<file path="src/sv/chaotic_keystream_xor_cipher_macros.svh">
// ----------------------------------------------------------------------------
// Assertion macros for the chaotic keystream cipher
// Concurrent assertion wrappers; empty when SYNTHESIS is defined.
// ----------------------------------------------------------------------------
`ifndef CHAOTIC_KEYSTREAM_XOR_CIPHER_MACROS_SVH
`define CHAOTIC_KEYSTREAM_XOR_CIPHER_MACROS_SVH
`ifndef SYNTHESIS
// clocked check, off while reset is high
`define CKXC_ASSERT(name, clk, rst, prop, msg) \
   name: assert property (@(posedge clk) disable iff (rst) prop) else $error(msg);
// clocked check that also covers the reset cycles
`define CKXC_ASSERT_ALWAYS(name, clk, prop, msg) \
   name: assert property (@(posedge clk) prop) else $error(msg);
`else
`define CKXC_ASSERT(name, clk, rst, prop, msg)
`define CKXC_ASSERT_ALWAYS(name, clk, prop, msg)
`endif
`endif

</file>
<file path="src/sv/ckxc_pkg.sv">
// ----------------------------------------------------------------------------
// ckxc_pkg
// Shared types and constants of the chaotic keystream XOR cipher.
// ----------------------------------------------------------------------------
`timescale 1ns / 1ps

package ckxc_pkg;

   // default configuration
   localparam int DEF_WARMUP_STEPS = 5000;
   localparam int DEF_FRAC_BITS    = 24;

   // fixed-point word and register index widths
   localparam int Q_W       = 32;
   localparam int CSR_IDX_W = 4;

   // register map
   typedef enum logic [CSR_IDX_W-1:0] {
      CSR_SEED_X = 4'd0,
      CSR_SEED_Y = 4'd1,
      CSR_SEED_Z = 4'd2,
      CSR_SEED_W = 4'd3
   } ckxc_csr_type;

   // top-level sequencer
   typedef enum logic [1:0] {
      ST_IDLE,
      ST_RUN,
      ST_OUT
   } ckxc_state_type;

   // phases of one Euler step on the shared multiplier
   typedef enum logic [2:0] {
      PH_W2,
      PH_C,
      PH_CY,
      PH_Y,
      PH_D,
      PH_E,
      PH_Z
   } ckxc_phase_type;

   // sequencer to step unit
   typedef struct packed {
      logic load;
      logic start;
   } ckxc_ctrl_type;

   // step unit to sequencer
   typedef struct packed {
      logic busy;
      logic done;
   } ckxc_stat_type;

endpackage

</file>
<file path="src/sv/ckxc_euler_unit.sv">
// ----------------------------------------------------------------------------
// ckxc_euler_unit
// One Euler step of the four-variable system, built on a
// single 32x32 multiplier followed by a saturating three-input adder.
// ----------------------------------------------------------------------------
`timescale 1ns / 1ps
`include "chaotic_keystream_xor_cipher_macros.svh"

module ckxc_euler_unit import ckxc_pkg::*; #(
   parameter int FRAC_BITS = DEF_FRAC_BITS
) (
   input  logic                  clock,
   input  logic                  reset,
   input  ckxc_ctrl_type         ctrl,
   input  logic signed [Q_W-1:0] seed_x,
   input  logic signed [Q_W-1:0] seed_y,
   input  logic signed [Q_W-1:0] seed_z,
   input  logic signed [Q_W-1:0] seed_w,
   output ckxc_stat_type         stat,
   output logic signed [Q_W-1:0] var_x,
   output logic signed [Q_W-1:0] var_y,
   output logic signed [Q_W-1:0] var_z,
   output logic signed [Q_W-1:0] var_w
);

   // coefficients, round half up
   localparam logic signed [63:0] ONE = 64'sd1 <<< FRAC_BITS;
   localparam logic signed [Q_W-1:0] K_015 = Q_W'((64'sd15 * ONE + 64'sd50) / 64'sd100);
   localparam logic signed [Q_W-1:0] K_01  = Q_W'((64'sd10 * ONE + 64'sd50) / 64'sd100);
   localparam logic signed [Q_W-1:0] K_001 = Q_W'((ONE + 64'sd50) / 64'sd100);
   localparam logic signed [Q_W-1:0] K_A   = Q_W'(-((64'sd112 * ONE + 64'sd50) / 64'sd100));

   localparam logic signed [63:0] P_MAX = 64'sd2147483647;
   localparam logic signed [63:0] P_MIN = -64'sd2147483648;
   localparam logic signed [33:0] S_MAX = 34'sd2147483647;
   localparam logic signed [33:0] S_MIN = -34'sd2147483648;

   logic                  running_ff, running_in;
   ckxc_phase_type        phase_ff, phase_in;
   logic signed [Q_W-1:0] x_ff, x_in, y_ff, y_in, z_ff, z_in, w_ff, w_in;
   logic signed [Q_W-1:0] tmp_ff, tmp_in, e_ff, e_in;
   logic signed [63:0]    prod_ff, prod_in;

   logic signed [Q_W-1:0] mul_a, mul_b;
   logic signed [Q_W-1:0] post_a, post_b, post_c;
   logic                  post_sub;
   logic signed [63:0]    m_shr;
   logic signed [Q_W-1:0] m_sat;
   logic signed [33:0]    post_sum;
   logic signed [Q_W-1:0] post_res;
   logic                  done;

   assign done      = running_ff && (phase_ff == PH_Z);
   assign stat.busy = running_ff;
   assign stat.done = done;
   assign var_x     = x_ff;
   assign var_y     = y_ff;
   assign var_z     = z_ff;
   assign var_w     = w_ff;

   // shared multiplier, product registered
   assign prod_in = 64'(mul_a) * 64'(mul_b);

   // floor shift of the previous product, then saturate
   assign m_shr = prod_ff >>> FRAC_BITS;

   always_comb begin
      if (m_shr > P_MAX) begin
         m_sat = Q_W'(P_MAX);
      end else if (m_shr < P_MIN) begin
         m_sat = Q_W'(P_MIN);
      end else begin
         m_sat = m_shr[Q_W-1:0];
      end
   end

   // saturating a +/- b - c
   assign post_sum = 34'(post_a) + (post_sub ? -34'(post_b) : 34'(post_b)) - 34'(post_c);

   always_comb begin
      if (post_sum > S_MAX) begin
         post_res = Q_W'(S_MAX);
      end else if (post_sum < S_MIN) begin
         post_res = Q_W'(S_MIN);
      end else begin
         post_res = post_sum[Q_W-1:0];
      end
   end

   // operand routing per phase; old x is consumed before x is rewritten
   always_comb begin
      mul_a    = '0;
      mul_b    = '0;
      post_a   = '0;
      post_b   = '0;
      post_c   = '0;
      post_sub = 1'b0;
      x_in     = x_ff;
      y_in     = y_ff;
      z_in     = z_ff;
      w_in     = w_ff;
      tmp_in   = tmp_ff;
      e_in     = e_ff;
      case (phase_ff)
         PH_W2: begin
            // w*w; e = y - z - x
            mul_a    = w_ff;
            mul_b    = w_ff;
            post_a   = y_ff;
            post_b   = z_ff;
            post_sub = 1'b1;
            post_c   = x_ff;
            e_in     = post_res;
         end
         PH_C: begin
            // 0.15*z; c = -1.12 + w*w
            mul_a  = K_015;
            mul_b  = z_ff;
            post_a = K_A;
            post_b = m_sat;
            tmp_in = post_res;
         end
         PH_CY: begin
            // c*y; new x
            mul_a  = tmp_ff;
            mul_b  = y_ff;
            post_a = x_ff;
            post_b = m_sat;
            x_in   = post_res;
         end
         PH_Y: begin
            // 0.01*y; d = (z - y) - c*y
            mul_a    = K_001;
            mul_b    = y_ff;
            post_a   = z_ff;
            post_b   = m_sat;
            post_sub = 1'b1;
            post_c   = y_ff;
            tmp_in   = post_res;
         end
         PH_D: begin
            // 0.1*d; new w
            mul_a  = K_01;
            mul_b  = tmp_ff;
            post_a = w_ff;
            post_b = m_sat;
            w_in   = post_res;
         end
         PH_E: begin
            // 0.01*e; new y
            mul_a  = K_001;
            mul_b  = e_ff;
            post_a = y_ff;
            post_b = m_sat;
            y_in   = post_res;
         end
         PH_Z: begin
            // new z
            post_a = z_ff;
            post_b = m_sat;
            z_in   = post_res;
         end
         default: begin
         end
      endcase
      if (!running_ff) begin
         x_in   = ctrl.load ? seed_x : x_ff;
         y_in   = ctrl.load ? seed_y : y_ff;
         z_in   = ctrl.load ? seed_z : z_ff;
         w_in   = ctrl.load ? seed_w : w_ff;
         tmp_in = tmp_ff;
         e_in   = e_ff;
      end
   end

   // phase sequencing; a start in the last phase chains the next step
   always_comb begin
      running_in = running_ff;
      phase_in   = phase_ff;
      if (ctrl.start) begin
         running_in = 1'b1;
         phase_in   = PH_W2;
      end else if (done) begin
         running_in = 1'b0;
      end else if (running_ff) begin
         phase_in = ckxc_phase_type'(phase_ff + 3'd1);
      end
   end

   always_ff @(posedge clock) begin
      if (reset) begin
         running_ff <= 1'b0;
         phase_ff   <= PH_W2;
         x_ff       <= '0;
         y_ff       <= '0;
         z_ff       <= '0;
         w_ff       <= '0;
      end else begin
         running_ff <= running_in;
         phase_ff   <= phase_in;
         x_ff       <= x_in;
         y_ff       <= y_in;
         z_ff       <= z_in;
         w_ff       <= w_in;
      end
   end

   // datapath scratch
   always_ff @(posedge clock) begin
      prod_ff <= prod_in;
      tmp_ff  <= tmp_in;
      e_ff    <= e_in;
   end

   `CKXC_ASSERT(a_start_free, clock, reset, ctrl.start |-> (!running_ff || done), "step started while busy")
   `CKXC_ASSERT(a_load_idle, clock, reset, ctrl.load |-> !running_ff, "seed load during a step")
   `CKXC_ASSERT(a_run_holds, clock, reset, (running_ff && phase_ff != PH_Z) |=> running_ff, "step cut short")
   `CKXC_ASSERT_ALWAYS(a_reset_stops, clock, reset |=> !running_ff, "step unit running after reset")

endmodule

</file>
<file path="src/sv/chaotic_keystream_xor_cipher.sv">
// ----------------------------------------------------------------------------
// chaotic_keystream_xor_cipher
// Keystream cipher from a four-variable chaotic system with Euler steps.
// ----------------------------------------------------------------------------
// One Euler step runs on the shared multiplier in ckxc_euler_unit.
// Plain request: a single Euler step, then the result goes to the output register.
// First-byte request: seeds loaded, then WARMUP_STEPS warm-up steps before that step.
// Ready drops while a request is in work; the output register frees the input.
// Synchronous active-high reset: seeds and state zero, key stream all zero.
`timescale 1ns / 1ps
`include "chaotic_keystream_xor_cipher_macros.svh"

module chaotic_keystream_xor_cipher import ckxc_pkg::*; #(
   parameter int WARMUP_STEPS = DEF_WARMUP_STEPS,
   parameter int FRAC_BITS    = DEF_FRAC_BITS
) (
   input  logic                 clock,
   input  logic                 reset,
   // request channel
   input  logic                 req_tvalid,
   output logic                 req_tready,
   input  logic [7:0]           req_tdata,   // [7:0] data_in
   input  logic [0:0]           req_tuser,   // [0] first_byte
   // response channel
   output logic                 rsp_tvalid,
   input  logic                 rsp_tready,
   output logic [15:0]          rsp_tdata,   // [7:0] data_out, [15:8] key_out
   // register write port
   input  logic                 csr_valid,
   output logic                 csr_ready,
   input  logic [CSR_IDX_W-1:0] csr_index,
   input  logic [Q_W-1:0]       csr_wdata
);

   localparam int CNT_W = (WARMUP_STEPS > 0) ? $clog2(WARMUP_STEPS + 1) : 1;
   localparam logic [CNT_W-1:0] WARM_LOAD = CNT_W'(WARMUP_STEPS);

   ckxc_state_type        state_ff, state_in;
   logic [CNT_W-1:0]      cnt_ff, cnt_in;
   logic [7:0]            byte_ff, byte_in;
   logic signed [Q_W-1:0] seed_x_ff, seed_y_ff, seed_z_ff, seed_w_ff;
   logic                  rsp_valid_ff, rsp_valid_in;
   logic [7:0]            rsp_data_ff, rsp_key_ff;
   logic                  rsp_load;
   logic [7:0]            key_byte;
   ckxc_ctrl_type         ctrl;
   ckxc_stat_type         stat;
   logic signed [Q_W-1:0] var_x, var_y, var_z, var_w;

   // bits 1:0 of v / 2^s truncated toward zero
   function automatic logic [1:0] key_bits(input logic signed [Q_W-1:0] v, input int s);
      logic signed [Q_W-1:0] shr;
      logic [Q_W-1:0]        mask;
      logic                  inc;
      shr  = v >>> s;
      mask = (Q_W'(1) << s) - Q_W'(1);
      inc  = v[Q_W-1] & (|(v & mask));
      return shr[1:0] + {1'b0, inc};
   endfunction

   ckxc_euler_unit #(
      .FRAC_BITS(FRAC_BITS)
   ) u_euler (
      .clock  (clock),
      .reset  (reset),
      .ctrl   (ctrl),
      .seed_x (seed_x_ff),
      .seed_y (seed_y_ff),
      .seed_z (seed_z_ff),
      .seed_w (seed_w_ff),
      .stat   (stat),
      .var_x  (var_x),
      .var_y  (var_y),
      .var_z  (var_z),
      .var_w  (var_w)
   );

   // seed registers, always writable
   assign csr_ready = 1'b1;

   always_ff @(posedge clock) begin
      if (reset) begin
         seed_x_ff <= '0;
         seed_y_ff <= '0;
         seed_z_ff <= '0;
         seed_w_ff <= '0;
      end else if (csr_valid) begin
         case (csr_index)
            CSR_SEED_X: seed_x_ff <= csr_wdata;
            CSR_SEED_Y: seed_y_ff <= csr_wdata;
            CSR_SEED_Z: seed_z_ff <= csr_wdata;
            CSR_SEED_W: seed_w_ff <= csr_wdata;
            default: begin
            end
         endcase
      end
   end

   // key byte from the committed state
   assign key_byte = {key_bits(var_x, FRAC_BITS - 11), key_bits(var_y, FRAC_BITS - 10),
                      key_bits(var_z, FRAC_BITS - 12), key_bits(var_w, FRAC_BITS - 10)};

   assign req_tready = (state_ff == ST_IDLE);

   // sequencer: accept, warm-up on a first byte plus one step, then hand off the result
   always_comb begin
      state_in   = state_ff;
      cnt_in     = cnt_ff;
      byte_in    = byte_ff;
      ctrl.load  = 1'b0;
      ctrl.start = 1'b0;
      rsp_load   = 1'b0;
      case (state_ff)
         ST_IDLE: begin
            if (req_tvalid) begin
               ctrl.start = 1'b1;
               ctrl.load  = req_tuser[0];
               cnt_in     = req_tuser[0] ? WARM_LOAD : '0;
               byte_in    = req_tdata;
               state_in   = ST_RUN;
            end
         end
         ST_RUN: begin
            if (stat.done) begin
               if (cnt_ff != '0) begin
                  cnt_in     = cnt_ff - CNT_W'(1);
                  ctrl.start = 1'b1;
               end else begin
                  state_in = ST_OUT;
               end
            end
         end
         ST_OUT: begin
            if (!rsp_valid_ff || rsp_tready) begin
               rsp_load = 1'b1;
               state_in = ST_IDLE;
            end
         end
         default: begin
            state_in = ST_IDLE;
         end
      endcase
   end

   // output register
   always_comb begin
      rsp_valid_in = rsp_valid_ff;
      if (rsp_load) begin
         rsp_valid_in = 1'b1;
      end else if (rsp_tready) begin
         rsp_valid_in = 1'b0;
      end
   end

   always_ff @(posedge clock) begin
      if (reset) begin
         state_ff     <= ST_IDLE;
         cnt_ff       <= '0;
         rsp_valid_ff <= 1'b0;
      end else begin
         state_ff     <= state_in;
         cnt_ff       <= cnt_in;
         rsp_valid_ff <= rsp_valid_in;
      end
   end

   always_ff @(posedge clock) begin
      byte_ff <= byte_in;
      if (rsp_load) begin
         rsp_data_ff <= byte_ff ^ key_byte;
         rsp_key_ff  <= key_byte;
      end
   end

   assign rsp_tvalid = rsp_valid_ff;
   assign rsp_tdata  = {rsp_key_ff, rsp_data_ff};

   `CKXC_ASSERT(a_ready_idle, clock, reset, req_tready |-> !stat.busy, "ready while a step runs")
   `CKXC_ASSERT(a_accept_runs, clock, reset, (req_tvalid && req_tready) |=> stat.busy, "request accepted without a step")
   `CKXC_ASSERT(a_last_step_out, clock, reset, (stat.done && cnt_ff == '0) |=> (state_ff == ST_OUT && !stat.busy), "final step not handed off")

endmodule

</file>
<file path="config.mk">
export PLATFORM = sky130hd
export DESIGN_NAME = chaotic_keystream_xor_cipher
export DESIGN_NICKNAME = d
export VERILOG_FILES = /design/src/sv/ckxc_pkg.sv /design/src/sv/ckxc_euler_unit.sv /design/src/sv/chaotic_keystream_xor_cipher.sv
export VERILOG_INCLUDE_DIRS = /design/src /design/src/sv
export SDC_FILE = /design/constraint.sdc
export NUM_CORES = 2
export LEC_CHECK = 0
export BUFFER_PORTS_ARGS = -buffer_cell sky130_fd_sc_hd__buf_2
export CAP_MARGIN = 15
export CORE_AREA = 2 2 286 288
export DETAILED_ROUTE_END_ITERATION = 8
export DIE_AREA = 0 0 288 290
export PLACE_DENSITY = 0.92
export REMOVE_ABC_BUFFERS = 1
export SLEW_MARGIN = 10
export SYNTH_ARGS = -nofsm -noshare
export SYNTH_HDL_FRONTEND = slang
export SYNTH_HIERARCHICAL = 1
export SYNTH_SLANG_ARGS = --single-unit
</file>
<file path="constraint.sdc">
create_clock -name clock -period 19.7 [get_ports clock]
set_input_delay 3.94 -clock clock [delete_from_list [all_inputs] [get_ports clock]]
set_output_delay 3.94 -clock clock [all_outputs]
set_load 0.1 [all_outputs]
</file>
Word level (Yosys, flattened, before mapping)
Index checks and enable logic that the tools add are counted.

Flip-flop bits (word level): 428. Input port bits: 50. Output and inout bits: 19. Logic and storage cells: 140.

$add $sub $neg: 9. Multipliers: 1. Magnitude comparators: 4. Equality and inequality tests: 20. Muxes and demuxes: 44. Bitwise gates (word level): 6. Reductions and logical operators: 37.

Operators with widths (number): 32-bit two-way mux (16); 32-bit one-hot mux with 5 select lines (3); 32-bit one-hot mux with 2 select lines (2); 32-bit by 32-bit multiplier with 64-bit output (1); 13-bit two-way mux (4); 40-bit by 32-bit > comparator with 1-bit output, second input constant (1); 40-bit by 32-bit less-than comparator with 1-bit output, second input constant (1); 32-bit by 34-bit adder with 34-bit output (1); 34-bit by 32-bit > comparator with 1-bit output, second input constant (1); 34-bit by 32-bit less-than comparator with 1-bit output, second input constant (1); 34-bit two-way mux (1); 32-bit negation with 34-bit output (1); 34-bit by 32-bit subtractor with 34-bit output (1); 14-bit OR reduction (2); 13-bit one-hot mux with 2 select lines (1); 2-bit AND reduction (12); 2-bit inequality test, second input constant (8); 2-bit OR reduction (7); 13-bit nonzero test (1); 13-bit OR reduction (1); 13-bit by 1-bit subtractor with 13-bit output, second input constant (1); 12-bit OR reduction (1); 1-bit two-way mux (10); 2-bit two-way mux (5); 24 further kinds (38).

Logic depth before layout (Yosys ltp)
Word-level depth: 13. Gate-level depth with buffers: 39. Gate-level depth less buffers: 34.

Hierarchy
Netlist, hierarchy kept.

Modules (own cells, without submodules): ckxc_euler_unit (times used 1, cells an instance 5473, area each 49397.4 um^2, seq. area each 5365.1 um^2); chaotic_keystream_xor_cipher (times used 1, cells an instance 750, area each 6424.9 um^2, seq. area each 3603.5 um^2).

Worst setup path before layout
OpenSTA, ideal clock, no wires.

Kind: register -> register. From: register u_euler.phase_ff[0]. To: register u_euler.prod_ff[63]. Library setup time: 0.118 ns. Data arrival time: 9.817 ns. Data required time: 19.582 ns. Path slack: 9.765 ns. Stages on the path, launching flop included: 36. Path buffers: 6. Period minus slack after synthesis: 9.935 ns. Path through: dfxtp_1 inv_1 ha_1 clkbuf_1 nor2b_1 clkbuf_1 clkbuf_1 clkbuf_1 buf_1 a22o_1 clkbuf_1 nand2_1 inv_1 fa_1 inv_1 fa_1 inv_1 fa_1 fa_1 inv_1 fa_1 inv_1 fa_1 fa_1 fa_1 ha_1 a21o_1 a21o_1 a21o_1 a21o_1 a21oi_1 o21ai_0 a21oi_1 nand2b_1 a221o_1 xnor2_1.

Longest elaborated chain between the ends: 4. Elaborated cells on any way between the ends: 11. Classes of those cells: 1 x mul; 5 x eq/ne; 2 x mux; 3 x reduce/logical.

Ends and longest elaborated chain: start: declaration (RTL line ckxc_euler_unit.sv:39) `ckxc_phase_type phase_ff, phase_in;`; start signal: assignment (RTL line ckxc_euler_unit.sv:200) `phase_ff <= phase_in;`; 3-bit equality test / 3-bit by 2-bit equality test with 1-bit output (equally long branches) (RTL line ckxc_euler_unit.sv:104) `case (phase_ff)`; 2-bit OR reduction (no line); 32-bit one-hot mux with 5 select lines (RTL line ckxc_euler_unit.sv:104); 32-bit by 32-bit multiplier with 64-bit output (*) (RTL line ckxc_euler_unit.sv:62) `assign prod_in = 64'(mul_a) * 64'(mul_b);`; net u_euler.prod_in[63] (RTL line ckxc_euler_unit.sv:42) `logic signed [63:0] prod_ff, prod_in;`; end signal: assignment (RTL line ckxc_euler_unit.sv:210) `prod_ff <= prod_in;`; end: declaration (RTL line ckxc_euler_unit.sv:42).

Mark *: on every way through the listed nets, which the timed path passes. The rest lies on a longest branch. A chain may end at the register's enable or synchronous reset.

Worst setup path after layout
From: register u_euler.phase_ff[2]. To: register u_euler.prod_ff[57].

Same word-level chain as after synthesis.

==> flow_summary.json <==
{
  "grt_pass1_wl_mm": 307,
  "multi_input_area_um2": 41600,
  "hold_buffers": 0,
  "p_leak_nw": 27.2,
  "pwr-share-comb_pct": 62.8,
  "syn2layout_area_growth_pct": 4.91,
  "numPortBuffers": 67,
  "ys_warn_count": 6,
  "cts.clk_slew.worst_paths_ns": 0.06,
  "cp.required_ns": 20.22,
  "worst_slew_pin_slew_ns": 1.38,
  "syn-cell-area_um2": 55800,
  "die-area_um2": 83500,
  "clkSinkCount": 404,
  "status": "completed",
  "die_x_um": 288,
  "coreArea_um2": 80200,
  "crit_arrival_ns": 12.29,
  "grtUsageTotal_pct": 49.8,
  "rsz0062_at_grt": "no",
  "ctsResizeCount": 0,
  "setup_violations": 0,
  "tritoncts": "yes",
  "detail_route.wl_per_cell_um": 28.4,
  "layout-drive-gt1-share_pct": 6.19,
  "swShare_pct": 52.3,
  "wirelength_mm": 204,
  "overflow": 0,
  "avgSynthCellArea_um2": 8.97,
  "drt-initial-drc-count": 6855,
  "antenna_found_initial": 5,
  "cts_htree_levels": 2,
  "internal_power_mw": 2.56,
  "grt_max_degree": 116,
  "slew_viol_final": 0,
  "pre_cts_ws_ns": 8.45,
  "place_hpwl_mm": 153,
  "worstSkewPairLatency_ns": 0.60,
  "cap_violations": 0,
  "pwr-share-clk_pct": 15.1,
  "ios": 69,
  "cp_max_fo": 46,
  "cp_slowest_cell": "dfxtp_4",
  "timing.critical_path.mode_cell": "fa_1",
  "regArea_um2": 8970,
  "ir_drop_mv": 0.280,
  "nets": 7468,
  "cp-end-kind": "register",
  "drtPass1Iterations": 7,
  "setup_ws_ns": 7.93,
  "drt-vias-per-instance": 6.76,
  "ant_nets": 0,
  "path_class": "register to register",
  "hold_viol_final": 0,
  "cts_buffer_depth": 3,
  "cts_setup_buffers": 0,
  "drc": 0,
  "via_count": 48500,
  "gp_congestion": 1.07,
  "holdWs_ns": 0.455,
  "finClkSkew_ns": 0.0267,
  "min_period_ns": 11.77,
  "fmax_mhz": 85.0,
  "slew-limit-headroom_pct": 8.13,
  "fillers": 5656,
  "clockRootBuffer": "clkbuf_16",
  "rows": 104,
  "die_h_um": 290,
  "synth_cells": 6222,
  "seq_power_share_pct": 22.1,
  "start_kind": "register",
  "finalCritPeriodShare_pct": 59.7,
  "slowest_delay_ns": 0.67,
  "min_path_type": "register to register",
  "grt_pass1_vias": 50900,
  "initial_utilization_pct": 69.6,
  "power_density_nw_per_um2": 91.8,
  "switching_power_mw": 2.81,
  "tns_ns": 0,
  "numCtsBuffers": 43
}
-- worst max-delay path, delay by kind of cell, from the launching register on --
kind,cells,cell delay [ns]
adders and majority gates,9,4.43
AOI/OAI and AO/OA,11,3.56
buffers and inverters,6,1.92
and+or+nand+nor,3,0.84
DFF,1,0.67
xor gates and xnor gates,1,0.15
-- flip-flops by register name, summed over array words and instances, names as in the netlist, 13 cells and up --
register / flops
u_euler/prod_ff: 40
seed_w_ff: 32
seed_x_ff: 32
seed_y_ff: 32
seed_z_ff: 32
u_euler/e_ff: 32
u_euler/tmp_ff: 32
u_euler/var_w: 32
u_euler/var_x: 32
u_euler/var_y: 32
u_euler/var_z: 32
cnt_ff: 13
-- metrics by stage --
| stage | util [%] | total power [mW] | cell area [um2] | cells |
|---|---|---|---|---|
| final | 73.0 | 5.37 | 58600 | 7176 |
| after global routing | 73.0 | 5.56 | 58500 | 7169 |
| after CTS | 73.0 | 5.18 | 58500 | 7169 |
| after detailed placement | 71.3 | 4.35 | 57100 | 7092 |
| after global placement | 71.3 | 4.28 | 57100 | 7090 |
| after floorplan | - | 3.17 | 54400 | 5850 |
-- cell usage in the layout (no fill, tap or decap), drive strengths merged, types with 46 or more instances in the layout --
cell type	instances
a211oi	46
a21o	51
a21oi	270
a221o	47
a221oi	47
a22o	55
a311oi	55
buf	181
clkbuf	63
dfxtp	316
edfxtp	88
fa	1114
ha	227
inv	1074
mux2	55
nand2	897
nand2b	51
nor2	734
o21ai	91
o21bai	59
xnor2	71
xor2	49
-- power groups by stage --
stage          sequential, mW  clock [mW]  combinational (mW)
2_1_floorplan            1.14           0                2.03
3_3_place_gp             1.19           0                3.09
3_5_place_dp             1.19           0                3.15
4_1_cts                  1.18       0.811                3.19
5_1_grt                  1.19       0.844                3.53
6_report                 1.19       0.811                3.37
-- final timing paths --
| check | from | endpoint | slack (ns) | depth (start not counted) |
|---|---|---|---|---|
| hold / removal | seed_y_ff[21] | seed_y_ff[21] | 0.46 | 2 |
| setup reg to reg | u_euler/phase_ff[2] | u_euler/prod_ff[57] | 7.93 | 30 |
| setup / recovery | u_euler/phase_ff[2] | u_euler/prod_ff[57] | 7.93 | 30 |
| hold reg to reg | seed_y_ff[21] | seed_y_ff[21] | 0.46 | 2 |
-- routing by layer --
metal / wire length, um / part of all wire [%] / track usage, % / vias to the layer above
li1: - / - / - / 19300
met1: 65500 / 32 / 60.9 / 23600
met2: 85500 / 42 / 71.3 / 4293
met3: 34100 / 17 / 21.2 / 1283
met4: 18600 / 9.1 / 34.1 / 10
met5: 178 / 0.087 / 1.22 / -
-- area by class of cell --
type | count | share of cell area [%]
diodes | 7 | 0.0299
repair buffers | 182 | 2.07
flip-flops and latches | 404 | 15.3
clock buffers | 62 | 2.10
inverters | 1076 | 6.90
well taps | 1060 | 2.27
multi-input cells | 4370 | 71.0
clock inverters | 15 | 0.276
Power figures use the tool's default switching activity.
